===== src/design/ngis_pkg.sv =====
// ----------------------------------------------------------------------------
// ngis_pkg: shared types and constants of the next greater index stack
// Sizes of the stack and the position counter, and the records that travel
// between the front end, the queue and the back end.
// ----------------------------------------------------------------------------
package ngis_pkg;

  localparam int StackDepth = 32;
  localparam int IndexW     = 16;
  localparam int ValueW     = 32;
  localparam int CntW       = $clog2(StackDepth + 1);
  localparam int AddrW      = $clog2(StackDepth);
  localparam int NextW      = IndexW + 1;
  localparam int OutDataW   = ((IndexW + NextW + 7) / 8) * 8;
  localparam int InDataW    = ((ValueW + 7) / 8) * 8;

  localparam logic [IndexW-1:0] IndexMax = '1;
  localparam logic [NextW-1:0]  NextNone = '1;
  localparam logic [ValueW-1:0] SignFlip = {1'b1, {(ValueW-1){1'b0}}};

  // One classified element as handed from the front end to the back end.
  typedef struct packed {
    logic [ValueW-1:0] key;      // value with the sign bit flipped
    logic [IndexW-1:0] pos;
    logic              final_q;  // last element of the sequence
    logic              sat;      // position counter was saturated
  } item_t;

  // One stack entry.
  typedef struct packed {
    logic [IndexW-1:0] pos;
    logic [ValueW-1:0] key;
  } entry_t;

  // One result without its run_end flag.
  typedef struct packed {
    logic              overflow;
    logic [NextW-1:0]  next_pos;
    logic [IndexW-1:0] pos;
  } result_t;

endpackage


===== src/design/ngis_front.sv =====
// ----------------------------------------------------------------------------
// ngis_front: element numbering and classification
// Numbers incoming elements, saturates the counter at its top code and turns
// the signed value into an unsigned compare key.
// ----------------------------------------------------------------------------
module ngis_front (
  input  logic                        clk_i,
  input  logic                        rst_ni,
  input  logic                        in_valid_i,
  input  logic [ngis_pkg::ValueW-1:0] in_value_i,
  input  logic                        in_final_i,
  input  logic                        queue_full_i,
  output logic                        in_ready_o,
  output logic                        push_o,
  output ngis_pkg::item_t             item_o
);

  logic [ngis_pkg::IndexW-1:0] index_q, index_d;
  logic                        sat;

  assign in_ready_o = !queue_full_i;
  assign push_o     = in_valid_i && !queue_full_i;
  assign sat        = (index_q == ngis_pkg::IndexMax);

  assign item_o.key     = in_value_i ^ ngis_pkg::SignFlip;
  assign item_o.pos     = index_q;
  assign item_o.final_q = in_final_i;
  assign item_o.sat     = sat;

  always_comb begin
    index_d = index_q;
    if (push_o) begin
      if (in_final_i) begin
        index_d = '0;
      end else if (!sat) begin
        index_d = index_q + 1'b1;
      end
    end
  end

  always_ff @(posedge clk_i or negedge rst_ni) begin
    if (!rst_ni) begin
      index_q <= '0;
    end else begin
      index_q <= index_d;
    end
  end

endmodule


===== src/design/ngis_fifo.sv =====
// ----------------------------------------------------------------------------
// ngis_fifo: two-entry queue between front end and back end
// Lets the front end take a new element while the back end is still busy.
// ----------------------------------------------------------------------------
module ngis_fifo (
  input  logic            clk_i,
  input  logic            rst_ni,
  input  logic            push_i,
  input  ngis_pkg::item_t push_data_i,
  input  logic            pop_i,
  output logic            full_o,
  output logic            valid_o,
  output ngis_pkg::item_t pop_data_o
);

  ngis_pkg::item_t mem_q [2];
  logic            wr_ptr_q, rd_ptr_q;
  logic [1:0]      count_q;

  assign full_o     = (count_q == 2'd2);
  assign valid_o    = (count_q != 2'd0);
  assign pop_data_o = mem_q[rd_ptr_q];

  always_ff @(posedge clk_i) begin
    if (push_i) begin
      mem_q[wr_ptr_q] <= push_data_i;
    end
  end

  always_ff @(posedge clk_i or negedge rst_ni) begin
    if (!rst_ni) begin
      wr_ptr_q <= 1'b0;
      rd_ptr_q <= 1'b0;
      count_q  <= 2'd0;
    end else begin
      if (push_i) begin
        wr_ptr_q <= !wr_ptr_q;
      end
      if (pop_i) begin
        rd_ptr_q <= !rd_ptr_q;
      end
      count_q <= count_q + {1'b0, push_i} - {1'b0, pop_i};
    end
  end

endmodule


===== src/design/ngis_back.sv =====
// ----------------------------------------------------------------------------
// ngis_back: monotonic stack engine
// Pops smaller entries one per cycle unless stalled, pushes the new element,
// flushes the stack on the last element, drives the registered result stage.
// ----------------------------------------------------------------------------
module ngis_back (
  input  logic              clk_i,
  input  logic              rst_ni,
  input  logic              item_valid_i,
  input  ngis_pkg::item_t   item_i,
  output logic              item_pop_o,
  output logic              res_valid_o,
  input  logic              res_ready_i,
  output ngis_pkg::result_t res_o,
  output logic              res_last_o
);

  typedef enum logic [1:0] {
    ST_IDLE,
    ST_CMP,
    ST_FLUSH
  } state_e;

  state_e                    state_q, state_d;
  logic [ngis_pkg::CntW-1:0] cnt_q, cnt_d;
  logic                      ovf_q, ovf_d;
  ngis_pkg::item_t           cur_q, cur_d;
  ngis_pkg::result_t         pend_q, pend_d;
  logic                      pend_v_q, pend_v_d;
  ngis_pkg::result_t         res_q, res_d;
  logic                      res_v_q, res_v_d;
  logic                      res_last_q, res_last_d;

  ngis_pkg::entry_t           mem [ngis_pkg::StackDepth];
  ngis_pkg::entry_t           rd_q;
  logic [ngis_pkg::AddrW-1:0] rd_addr;
  logic                       we;
  ngis_pkg::entry_t           wdata;
  logic                       out_free;
  logic                       pop_c;

  assign out_free = !res_v_q || res_ready_i;
  assign pop_c    = (cnt_q != '0) && (cur_q.key > rd_q.key);
  assign wdata    = '{pos: cur_q.pos, key: cur_q.key};
  // The entry read for the next cycle is the top of the stack after this one.
  assign rd_addr  = ngis_pkg::AddrW'(cnt_d - 1'b1);

  always_comb begin
    state_d    = state_q;
    cnt_d      = cnt_q;
    ovf_d      = ovf_q;
    cur_d      = cur_q;
    pend_d     = pend_q;
    pend_v_d   = pend_v_q;
    res_d      = res_q;
    res_v_d    = res_v_q;
    res_last_d = res_last_q;
    we         = 1'b0;
    item_pop_o = 1'b0;
    if (res_v_q && res_ready_i) begin
      res_v_d = 1'b0;
    end
    unique case (state_q)
      ST_IDLE: begin
        if (item_valid_i) begin
          item_pop_o = 1'b1;
          cur_d      = item_i;
          ovf_d      = ovf_q | item_i.sat;
          state_d    = ST_CMP;
        end
      end
      ST_CMP: begin
        if (!pend_v_q || out_free) begin
          // The held result is released once it is known whether more follow.
          if (pend_v_q) begin
            res_v_d    = 1'b1;
            res_d      = pend_q;
            res_last_d = !pop_c && !cur_q.final_q;
          end
          if (pop_c) begin
            pend_d   = '{overflow: ovf_q, next_pos: {1'b0, cur_q.pos}, pos: rd_q.pos};
            pend_v_d = 1'b1;
            cnt_d    = cnt_q - 1'b1;
          end else if (cur_q.final_q) begin
            pend_d   = '{overflow: ovf_q, next_pos: ngis_pkg::NextNone, pos: cur_q.pos};
            pend_v_d = 1'b1;
            state_d  = ST_FLUSH;
          end else begin
            pend_v_d = 1'b0;
            if (cnt_q < ngis_pkg::CntW'(ngis_pkg::StackDepth)) begin
              we    = 1'b1;
              cnt_d = cnt_q + 1'b1;
            end else begin
              ovf_d = 1'b1;
            end
            state_d = ST_IDLE;
          end
        end
      end
      ST_FLUSH: begin
        if (out_free) begin
          res_v_d    = 1'b1;
          res_d      = pend_q;
          res_last_d = (cnt_q == '0);
          if (cnt_q != '0) begin
            pend_d = '{overflow: ovf_q, next_pos: ngis_pkg::NextNone, pos: rd_q.pos};
            cnt_d  = cnt_q - 1'b1;
          end else begin
            pend_v_d = 1'b0;
            ovf_d    = 1'b0;
            state_d  = ST_IDLE;
          end
        end
      end
      default: begin
        state_d = ST_IDLE;
      end
    endcase
  end

  always_ff @(posedge clk_i) begin
    if (we) begin
      mem[cnt_q[ngis_pkg::AddrW-1:0]] <= wdata;
    end
    rd_q <= mem[rd_addr];
  end

  always_ff @(posedge clk_i or negedge rst_ni) begin
    if (!rst_ni) begin
      state_q    <= ST_IDLE;
      cnt_q      <= '0;
      ovf_q      <= 1'b0;
      pend_v_q   <= 1'b0;
      res_v_q    <= 1'b0;
      res_last_q <= 1'b0;
    end else begin
      state_q    <= state_d;
      cnt_q      <= cnt_d;
      ovf_q      <= ovf_d;
      pend_v_q   <= pend_v_d;
      res_v_q    <= res_v_d;
      res_last_q <= res_last_d;
    end
  end

  always_ff @(posedge clk_i) begin
    cur_q  <= cur_d;
    pend_q <= pend_d;
    res_q  <= res_d;
  end

  assign res_valid_o = res_v_q;
  assign res_o       = res_q;
  assign res_last_o  = res_last_q;

  a_cnt_range: assert property (@(posedge clk_i) disable iff (!rst_ni)
    cnt_q <= ngis_pkg::CntW'(ngis_pkg::StackDepth))
    else $error("stack count beyond depth");

  a_flush_holds: assert property (@(posedge clk_i) disable iff (!rst_ni)
    state_q == ST_FLUSH |-> pend_v_q)
    else $error("flush without a held result");

  a_idle_empty: assert property (@(posedge clk_i) disable iff (!rst_ni)
    state_q == ST_IDLE |-> !pend_v_q)
    else $error("held result left behind at item boundary");

  a_flush_clears: assert property (@(posedge clk_i) disable iff (!rst_ni)
    (state_q == ST_FLUSH && state_d == ST_IDLE) |=> (cnt_q == '0 && !ovf_q))
    else $error("sequence state not cleared after flush");

endmodule


===== src/design/next_greater_index_stack.sv =====
// ----------------------------------------------------------------------------
// next_greater_index_stack: next greater element by a monotonic stack
// Numbers a stream of signed values and reports for each one the position of
// the first later, strictly greater value, using a stack of open elements.
// ----------------------------------------------------------------------------
//
//   Channel   Dir  tdata (low bit up)                   tlast     tuser
//   s_axis    in   value[31:0]                          is_final  -
//   m_axis    out  position[15:0], next_position[32:16] run_end   overflow
//
// The front end numbers each element and writes it to a two-entry queue in
// the cycle it is accepted, so input requests are taken while the back end
// is still working. The back end pops each smaller entry in turn and then
// pushes the element; the last element of a sequence instead emits its own
// result and one for each entry left on the stack. Each cycle the stack
// memory is read once, at the current top, with a registered read port. A
// pop result is held in a pending register so that its run_end flag is known
// before it reaches the output register. Reset clears the stack count, the
// position counter and the overflow flag; no clearing pass is needed. Output
// stalls back up into the stack engine, then the queue, then the input.
//
module next_greater_index_stack (
  input  logic                          clk_i,
  input  logic                          rst_ni,
  input  logic                          s_axis_tvalid_i,
  output logic                          s_axis_tready_o,
  input  logic [ngis_pkg::InDataW-1:0]  s_axis_tdata_i,   // value
  input  logic                          s_axis_tlast_i,   // is_final
  output logic                          m_axis_tvalid_o,
  input  logic                          m_axis_tready_i,
  output logic [ngis_pkg::OutDataW-1:0] m_axis_tdata_o,   // position, next_position, zeros
  output logic                          m_axis_tlast_o,   // run_end
  output logic                          m_axis_tuser_o    // overflow
);

  logic              push;
  logic              queue_full;
  logic              queue_valid;
  logic              queue_pop;
  ngis_pkg::item_t   front_item;
  ngis_pkg::item_t   queue_item;
  ngis_pkg::result_t res;

  // Front end: numbering, counter saturation and compare key.
  ngis_front u_front (
    .clk_i        (clk_i),
    .rst_ni       (rst_ni),
    .in_valid_i   (s_axis_tvalid_i),
    .in_value_i   (s_axis_tdata_i[ngis_pkg::ValueW-1:0]),
    .in_final_i   (s_axis_tlast_i),
    .queue_full_i (queue_full),
    .in_ready_o   (s_axis_tready_o),
    .push_o       (push),
    .item_o       (front_item)
  );

  // Decoupling queue.
  ngis_fifo u_fifo (
    .clk_i       (clk_i),
    .rst_ni      (rst_ni),
    .push_i      (push),
    .push_data_i (front_item),
    .pop_i       (queue_pop),
    .full_o      (queue_full),
    .valid_o     (queue_valid),
    .pop_data_o  (queue_item)
  );

  // Back end: stack pops, pushes, final flush and the result register.
  ngis_back u_back (
    .clk_i        (clk_i),
    .rst_ni       (rst_ni),
    .item_valid_i (queue_valid),
    .item_i       (queue_item),
    .item_pop_o   (queue_pop),
    .res_valid_o  (m_axis_tvalid_o),
    .res_ready_i  (m_axis_tready_i),
    .res_o        (res),
    .res_last_o   (m_axis_tlast_o)
  );

  // Results are packed position first, padded with zeros to whole bytes.
  assign m_axis_tdata_o = {{(ngis_pkg::OutDataW - ngis_pkg::IndexW - ngis_pkg::NextW){1'b0}},
                           res.next_pos, res.pos};
  assign m_axis_tuser_o = res.overflow;

endmodule

===== config.mk =====
export PLATFORM = sky130hd
export DESIGN_NAME = next_greater_index_stack
export DESIGN_NICKNAME = d
export VERILOG_FILES = /design/src/design/ngis_pkg.sv /design/src/design/ngis_front.sv /design/src/design/ngis_fifo.sv /design/src/design/ngis_back.sv /design/src/design/next_greater_index_stack.sv
export SDC_FILE = /design/constraint.sdc
export NUM_CORES = 2
export LEC_CHECK = 0
export BUFFER_PORTS_ARGS = -buffer_cell sky130_fd_sc_hd__buf_2
export CORE_AREA = 2 2 420 318
export DETAILED_ROUTE_END_ITERATION = 12
export DIE_AREA = 0 0 422 320
export PLACE_DENSITY_LB_ADDON = 0.05
export SLEW_MARGIN = 20
export SYNTH_ARGS = -nofsm -noshare
export SYNTH_HDL_FRONTEND = slang
export SYNTH_HIERARCHICAL = 1
export SYNTH_SLANG_ARGS = --single-unit

===== constraint.sdc =====
create_clock -name clk_i -period 6.9 [get_ports clk_i]
set_input_delay 1.035 -clock clk_i [delete_from_list [all_inputs] [get_ports clk_i]]
set_output_delay 1.035 -clock clk_i [all_outputs]
set_load 0.005 [all_outputs]

### Yosys cells after proc, flatten, opt, wreduce, memory -nomap -nowiden

Memories as Yosys holds them, arrays and structs flattened. A register that Yosys moved wholly into a read port is not among the register bits.
Cells that the tools add are included.

* register bits after elaboration: 149
* bits in writable memories: 1636
* bits of input ports: 37
* output and inout port bits: 44
* logic and storage cells: 130
* memories kept: 2

Memories
* u_back.mem: depth 32, width 48, read ports 1, clocked after Yosys merged registers in 1, wr ports 1, RTL line ngis_back.sv:34 `ngis_pkg::entry_t mem [ngis_pkg::StackDepth];`
* u_fifo.mem_q: depth 2, width 50, read ports 1, clocked after Yosys merged registers in 0, wr ports 1, RTL line ngis_fifo.sv:16 `ngis_pkg::item_t mem_q [2];`

* add/subtract/negate cells: 6
* order comparisons: 2
* eq/ne operators: 15
* multiplexer cells: 58
* bitwise operators: 2
* reduce and logical (&&, ||, !) cells: 26

Operators with widths (count)
* $mux W34: 8
* $pmux W34 S2: 2
* $mux W6: 6
* $gt A32 B32 Y1: 1
* $mux W16: 2
* $mux W1: 28
* $add A16 B1 Y16 const B: 1
* $eq A16 B16 Y1 const B: 1
* $mux W2: 6
* $ne A2 B2 Y1 const B: 6
* $pmux W6 S2: 1
* $reduce_and A5 Y1: 2
* $ne A2 B1 Y1 const B: 4
* $reduce_and A4 Y1: 2
* $reduce_and A8 Y1: 1
* $logic_not A1 Y1: 7
* $add A6 B1 Y6 const B: 1
* $logic_not A6 Y1: 1
* $lt A6 B6 Y1 const B: 1
* $pmux W1 S2: 3
* $pmux W2 S3: 1
* $reduce_bool A6 Y1: 1
* $sub A6 B1 Y6 const B: 1
* $sub A5 B1 Y5 const B: 1
* other kinds (14): 21

### Longest topological paths before layout

* depth in word-level cells: 8
* gate-level depth with buffers: 21
* depth with buffers taken out: 16

### By module

Netlist, hierarchy kept.

By module, submodules not included
* ngis_back: times used 1, cells an instance 4077, area each 68629.6 µm², sequential area each 50898.8 µm²
* ngis_fifo: times used 1, cells an instance 171, area each 4060.1 µm², sequential area each 3103.0 µm²
* ngis_front: times used 1, cells an instance 160, area each 1322.5 µm², sequential area each 400.4 µm²
* next_greater_index_stack: times used 1, cells an instance 8, area each 56.3 µm², sequential area each 0.0 µm²

### Least setup slack after synthesis

No wires, ideal clock.

* path kind: reg2reg
* from: register u_back/cur_q[25] in the netlist's numbering
* to: register, netlist name u_back/rd_q[40]
* library setup time: 0.134 ns
* arrival time: 5.250 ns
* required time: 6.766 ns
* path slack: 1.515 ns
* stages on the path, launching flop included: 21
* buffers on the path: 7
* clock period less this slack: 5.385 ns
* cell sequence: edfxtp_1 > ha_1 > a41o_1 > a21oi_1 > nor3_1 > nor4b_1 > o21ai_0 > a221o_2 > inv_2 > buf_6 > buf_6 > buf_6 > ha_1 > clkbuf_1 > clkbuf_1 > clkbuf_1 > clkbuf_1 > mux2i_1 > a21oi_1 > mux2_1 > mux4_2

* word-level cells in the longest chain between the ends: 6

Ends and longest elaborated chain
* from (decl): RTL line ngis_back.sv:27 `ngis_pkg::item_t cur_q, cur_d;`
* from (signal assigned): RTL line ngis_back.sv:147 `cur_q <= cur_d;`
* $gt A32 B32 Y1: RTL line ngis_back.sv:43 `assign pop_c = (cnt_q != '0) && (cur_q.key > rd_q.key);`
* $logic_and A1 B1 Y1: RTL line ngis_back.sv:43
* $mux W6: RTL line ngis_back.sv:80 `if (pop_c) begin`
* $mux W6: RTL line ngis_back.sv:73 `if (!pend_v_q || out_free) begin`
* $pmux W6 S2: RTL line ngis_back.sv:63 `unique case (state_q)`
* named net u_back.cnt_d (one bit): RTL line ngis_back.sv:25 `logic [ngis_pkg::CntW-1:0] cnt_q, cnt_d;`
* $sub A5 B1 Y5: RTL line ngis_back.sv:46 `assign rd_addr = ngis_pkg::AddrW'(cnt_d - 1'b1);`

The timed path passes the listed nets, and every way through them passes these cells.
A chain may end at the register's enable or synchronous reset.

### Worst setup path after layout

* from: register u_back/cur_q[30] in the netlist's numbering
* to: register, netlist name u_back/rd_q[16]

* word-level cells in the longest chain between the ends: 6

Ends and longest elaborated chain (RTL line)
* $gt A32 B32 Y1: ngis_back.sv:43
* $logic_and A1 B1 Y1: ngis_back.sv:43
* $mux W6: ngis_back.sv:80
* $mux W6: ngis_back.sv:73
* $pmux W6 S2: ngis_back.sv:63
* named net u_back.cnt_d (one bit): ngis_back.sv:25
* $sub A5 B1 Y5: ngis_back.sv:46

The timed path passes the listed nets, and every way through them passes these cells.

==> flow_metrics.tcl <==
set metrics [dict create \
    outcome "completed" \
    dp_hpwl_mm 91.9 \
    n_fill_cell 9283 \
    setup.worst_path.class "register to register" \
    ios 81 \
    syn_area_per_cell_um2 16.8 \
    startpoint "u_back/cur_q[30]" \
    ys.flop_type "edfxtp_1" \
    ys_types 82 \
    wl_mm 176 \
    finalCriticalPeriod_ns 6.60 \
    avgViaCountPerCell 6.04 \
    clock_path_buffers 3 \
    hp-class "input pin to asynchronous set/reset pin" \
    hold_violations 0 \
    synth.most_common_cell "edfxtp_1" \
    syn_inst 4416 \
    relSlewSlack_pct 27.4 \
    r2r-end "u_back/rd_q[16]" \
    drc_errors 0 \
    post-cts-setup-buffers 0 \
    cp_data_required_time_ns 7.58 \
    grt_pass1_vias 37037 \
    numClockSinks 1833 \
    drive_above_1_share_pct 18.5 \
    max_stage_delay_ns 1.02 \
    clkTransAtPathRegs_ns 0.06 \
    cp_cell_sequence "ha_1 -> nand4_1 -> nor4_1 -> buf_4 -> a22o_1 -> o21ai_0 -> a221o_2 -> inv_8 -> ha_4 -> buf_12 -> buf_12 -> nor2b_1 -> a211oi_1 -> a21oi_1 -> mux2_2 -> mux4_2" \
    drv_cap 0 \
    ff2ff_setup_slack_ns 0.30 \
    cpMaxStageDelayCell "nor4_1" \
    rr_worst_depth 16 \
    clock_latency_ns 0.82 \
    worst_pin_slew_ns 1.09 \
    timing.rr.start "u_back/cur_q[30]" \
    antenna_left 0 \
    synth_common_cells "edfxtp_1 (1753), a21oi_1 (422), nor2b_1 (392)" \
    vias 38917 \
    slew_violations 0 \
    fmax_mhz 152 \
    grt_max_degree 212 \
    die_area_um2 135000 \
    crit_path_start_kind "register" \
    cts_tree "built" \
    fin_tns_setup_ns 0 \
    critPathCaptureType "register" \
    ys_top_cells_by_area "edfxtp_1 (71%), mux2i_1 (5.2%), a211oi_1 (3.9%)" \
    rsz0062_at_grt "no" \
    cts.repair.resized 0 \
    post_drt_wl_per_cell_um 27.4 \
    antenna_found_initial 1 \
    drt_iter0_markers 4199 \
    crit_arrival_ns 7.28 \
    post-route-period-util_pct 95.6 \
    yosysTopAreaCell "edfxtp_1" \
    syn_area_um2 74100 \
    yosysTopAreaCellShare_pct 71.1 \
    coreArea_um2 131000 \
    synth_edf_count 1753 \
    finalSetupViolCount 0 \
    fp.dieH_um 320 \
    start_util_pct 56.7 \
    cp_common_cell "buf_12" \
    final_nets 4620 \
    drt_first_pass_iters 5 \
    crit_fanout 59 \
    yosysSeqAreaShare_pct 73.4 \
    rows 115 \
    fp.dieW_um 422 \
    grt_usage_pct 26.2 \
    gp_congestion 0.783 \
    cts_made_buffers 172 \
    synthArstFlopShare_pct 1.75 \
    ys_warn_count 6 \
    cts-htree-levels 4 \
    finalClockSkew_ns 0.0252 \
    hold_buffers 0 \
    grt_overflow 0 \
    synth-seq-cells 1833 \
    grt_pass1_wl_mm 256 \
    syn_to_final_growth_pct 12.1 \
    port_buffers 73 \
    cts_root_buf "clkbuf_16" \
]
-- logic make-up after synthesis --
family                     synth area share [%]
AOI/OAI and AO/OA                          7.47
and+or+nand+nor                            4.75
DFF                                        73.4
other                                   0.00506
xor gates and xnor gates                  0.127
buffers and inverters                      2.59
muxes                                      10.9
adders and majority gates                 0.726
-- layout make-up --
class | instances | area (um2) | share of cell area (%)
Antenna cell | 1 | 2.50 | 0.00301
Clock buffer | 248 | 4900 | 5.90
Clock inverter | 72 | 683 | 0.823
Inverter | 56 | 218 | 0.262
Multi-Input combinational cell | 2221 | 18100 | 21.8
Sequential cell | 1833 | 54400 | 65.5
Tap cell | 1755 | 2200 | 2.64
Timing Repair Buffer | 256 | 2550 | 3.07
-- registers in the layout, indices dropped and copies added, names as in the netlist, 2 cells and up --
register / flops
u_front/index_q: 16
u_back/rd_q: 48
u_back/state_q: 2
u_back/mem: 1536
u_fifo/mem_q: 100
u_back/res_o: 34
u_back/pend_q: 34
u_back/cur_q: 49
u_fifo/count_q: 2
u_back/cnt_q: 6
-- critical path, delay by kind of cell, from the launching register on --
kind,cells,cell delay [ns]
multiplexers,2,0.76
flip-flops,1,0.76
buffers and inverters,4,1.18
AND/OR/NAND/NOR,3,1.51
AO/OA/AOI/OAI,5,1.16
adder cells (fa/ha/maj),2,1.05
-- cells in the final DEF, fill, tap and decap left out, types with 4 or more instances in the layout --
master and count:
a211oi_1 386, a21o_1 4, a21oi_1 422, a31oi_1 8, and3_1 9, buf_12 57
buf_2 73, buf_4 113, buf_8 12, bufinv_16 12, clkbuf_1 54, clkbuf_16 180
clkbuf_8 14, clkinv_1 20, clkinv_2 33, conb_1 7, dfrtp_1 31, dfxtp_1 48
edfxtp_1 1753, ha_1 42, inv_1 55, mux2_1 6, mux2_2 204, mux2_4 49
mux2i_1 387, mux4_2 48, nand2_1 36, nand2b_1 6, nand3_1 15, nand3b_1 5
nand4_1 15, nor2_1 19, nor2_4 34, nor2b_1 390, nor3_1 12, o211ai_1 4
o21ai_0 15, o311ai_0 5, or3_1 19, xor2_1 4
-- metal layers --
layer	up-vias	GRT usage (%)	wire, um
li1	17568	-	-
met1	19839	39.2	79800
met2	1260	40.2	80900
met3	250	4.19	11400
met4	0	7.35	4120
met5	-	0	0
-- how the worst max path moves through the flow --
| stage | to | slack, ns | cells past startpoint |
|---|---|---|---|
| final | u_back/rd_q[16] | 0.30 | 16 |
| after global routing | u_back/rd_q[16] | 0.08 | 17 |
| after global placement | u_back/rd_q[19] | 0.45 | 17 |
| after floorplan | u_back/rd_q[40] | 1.52 | 20 |
| after CTS | u_back/rd_q[42] | 0.37 | 17 |
| after detailed placement | u_back/rd_q[42] | 0.41 | 17 |
-- per-stage QoR --
stage          utilization, %  hold slack [ns]  cells  instance area, um2  setup slack [ns]
6_report                 63.6            0.317   6442               83100             0.303
5_1_grt                  63.6            0.349   6441               83000            0.0777
4_1_cts                  63.4            0.283   6426               82800             0.368
3_5_place_dp             59.1            0.405   6106               77200             0.405
3_3_place_gp             59.1            0.400   6105               77200             0.447
2_1_floorplan               -            0.400   4422               74100              1.52
Power is not shown: default switching activity piles up to over one toggle a cycle in this logic, so the estimate is an artifact.
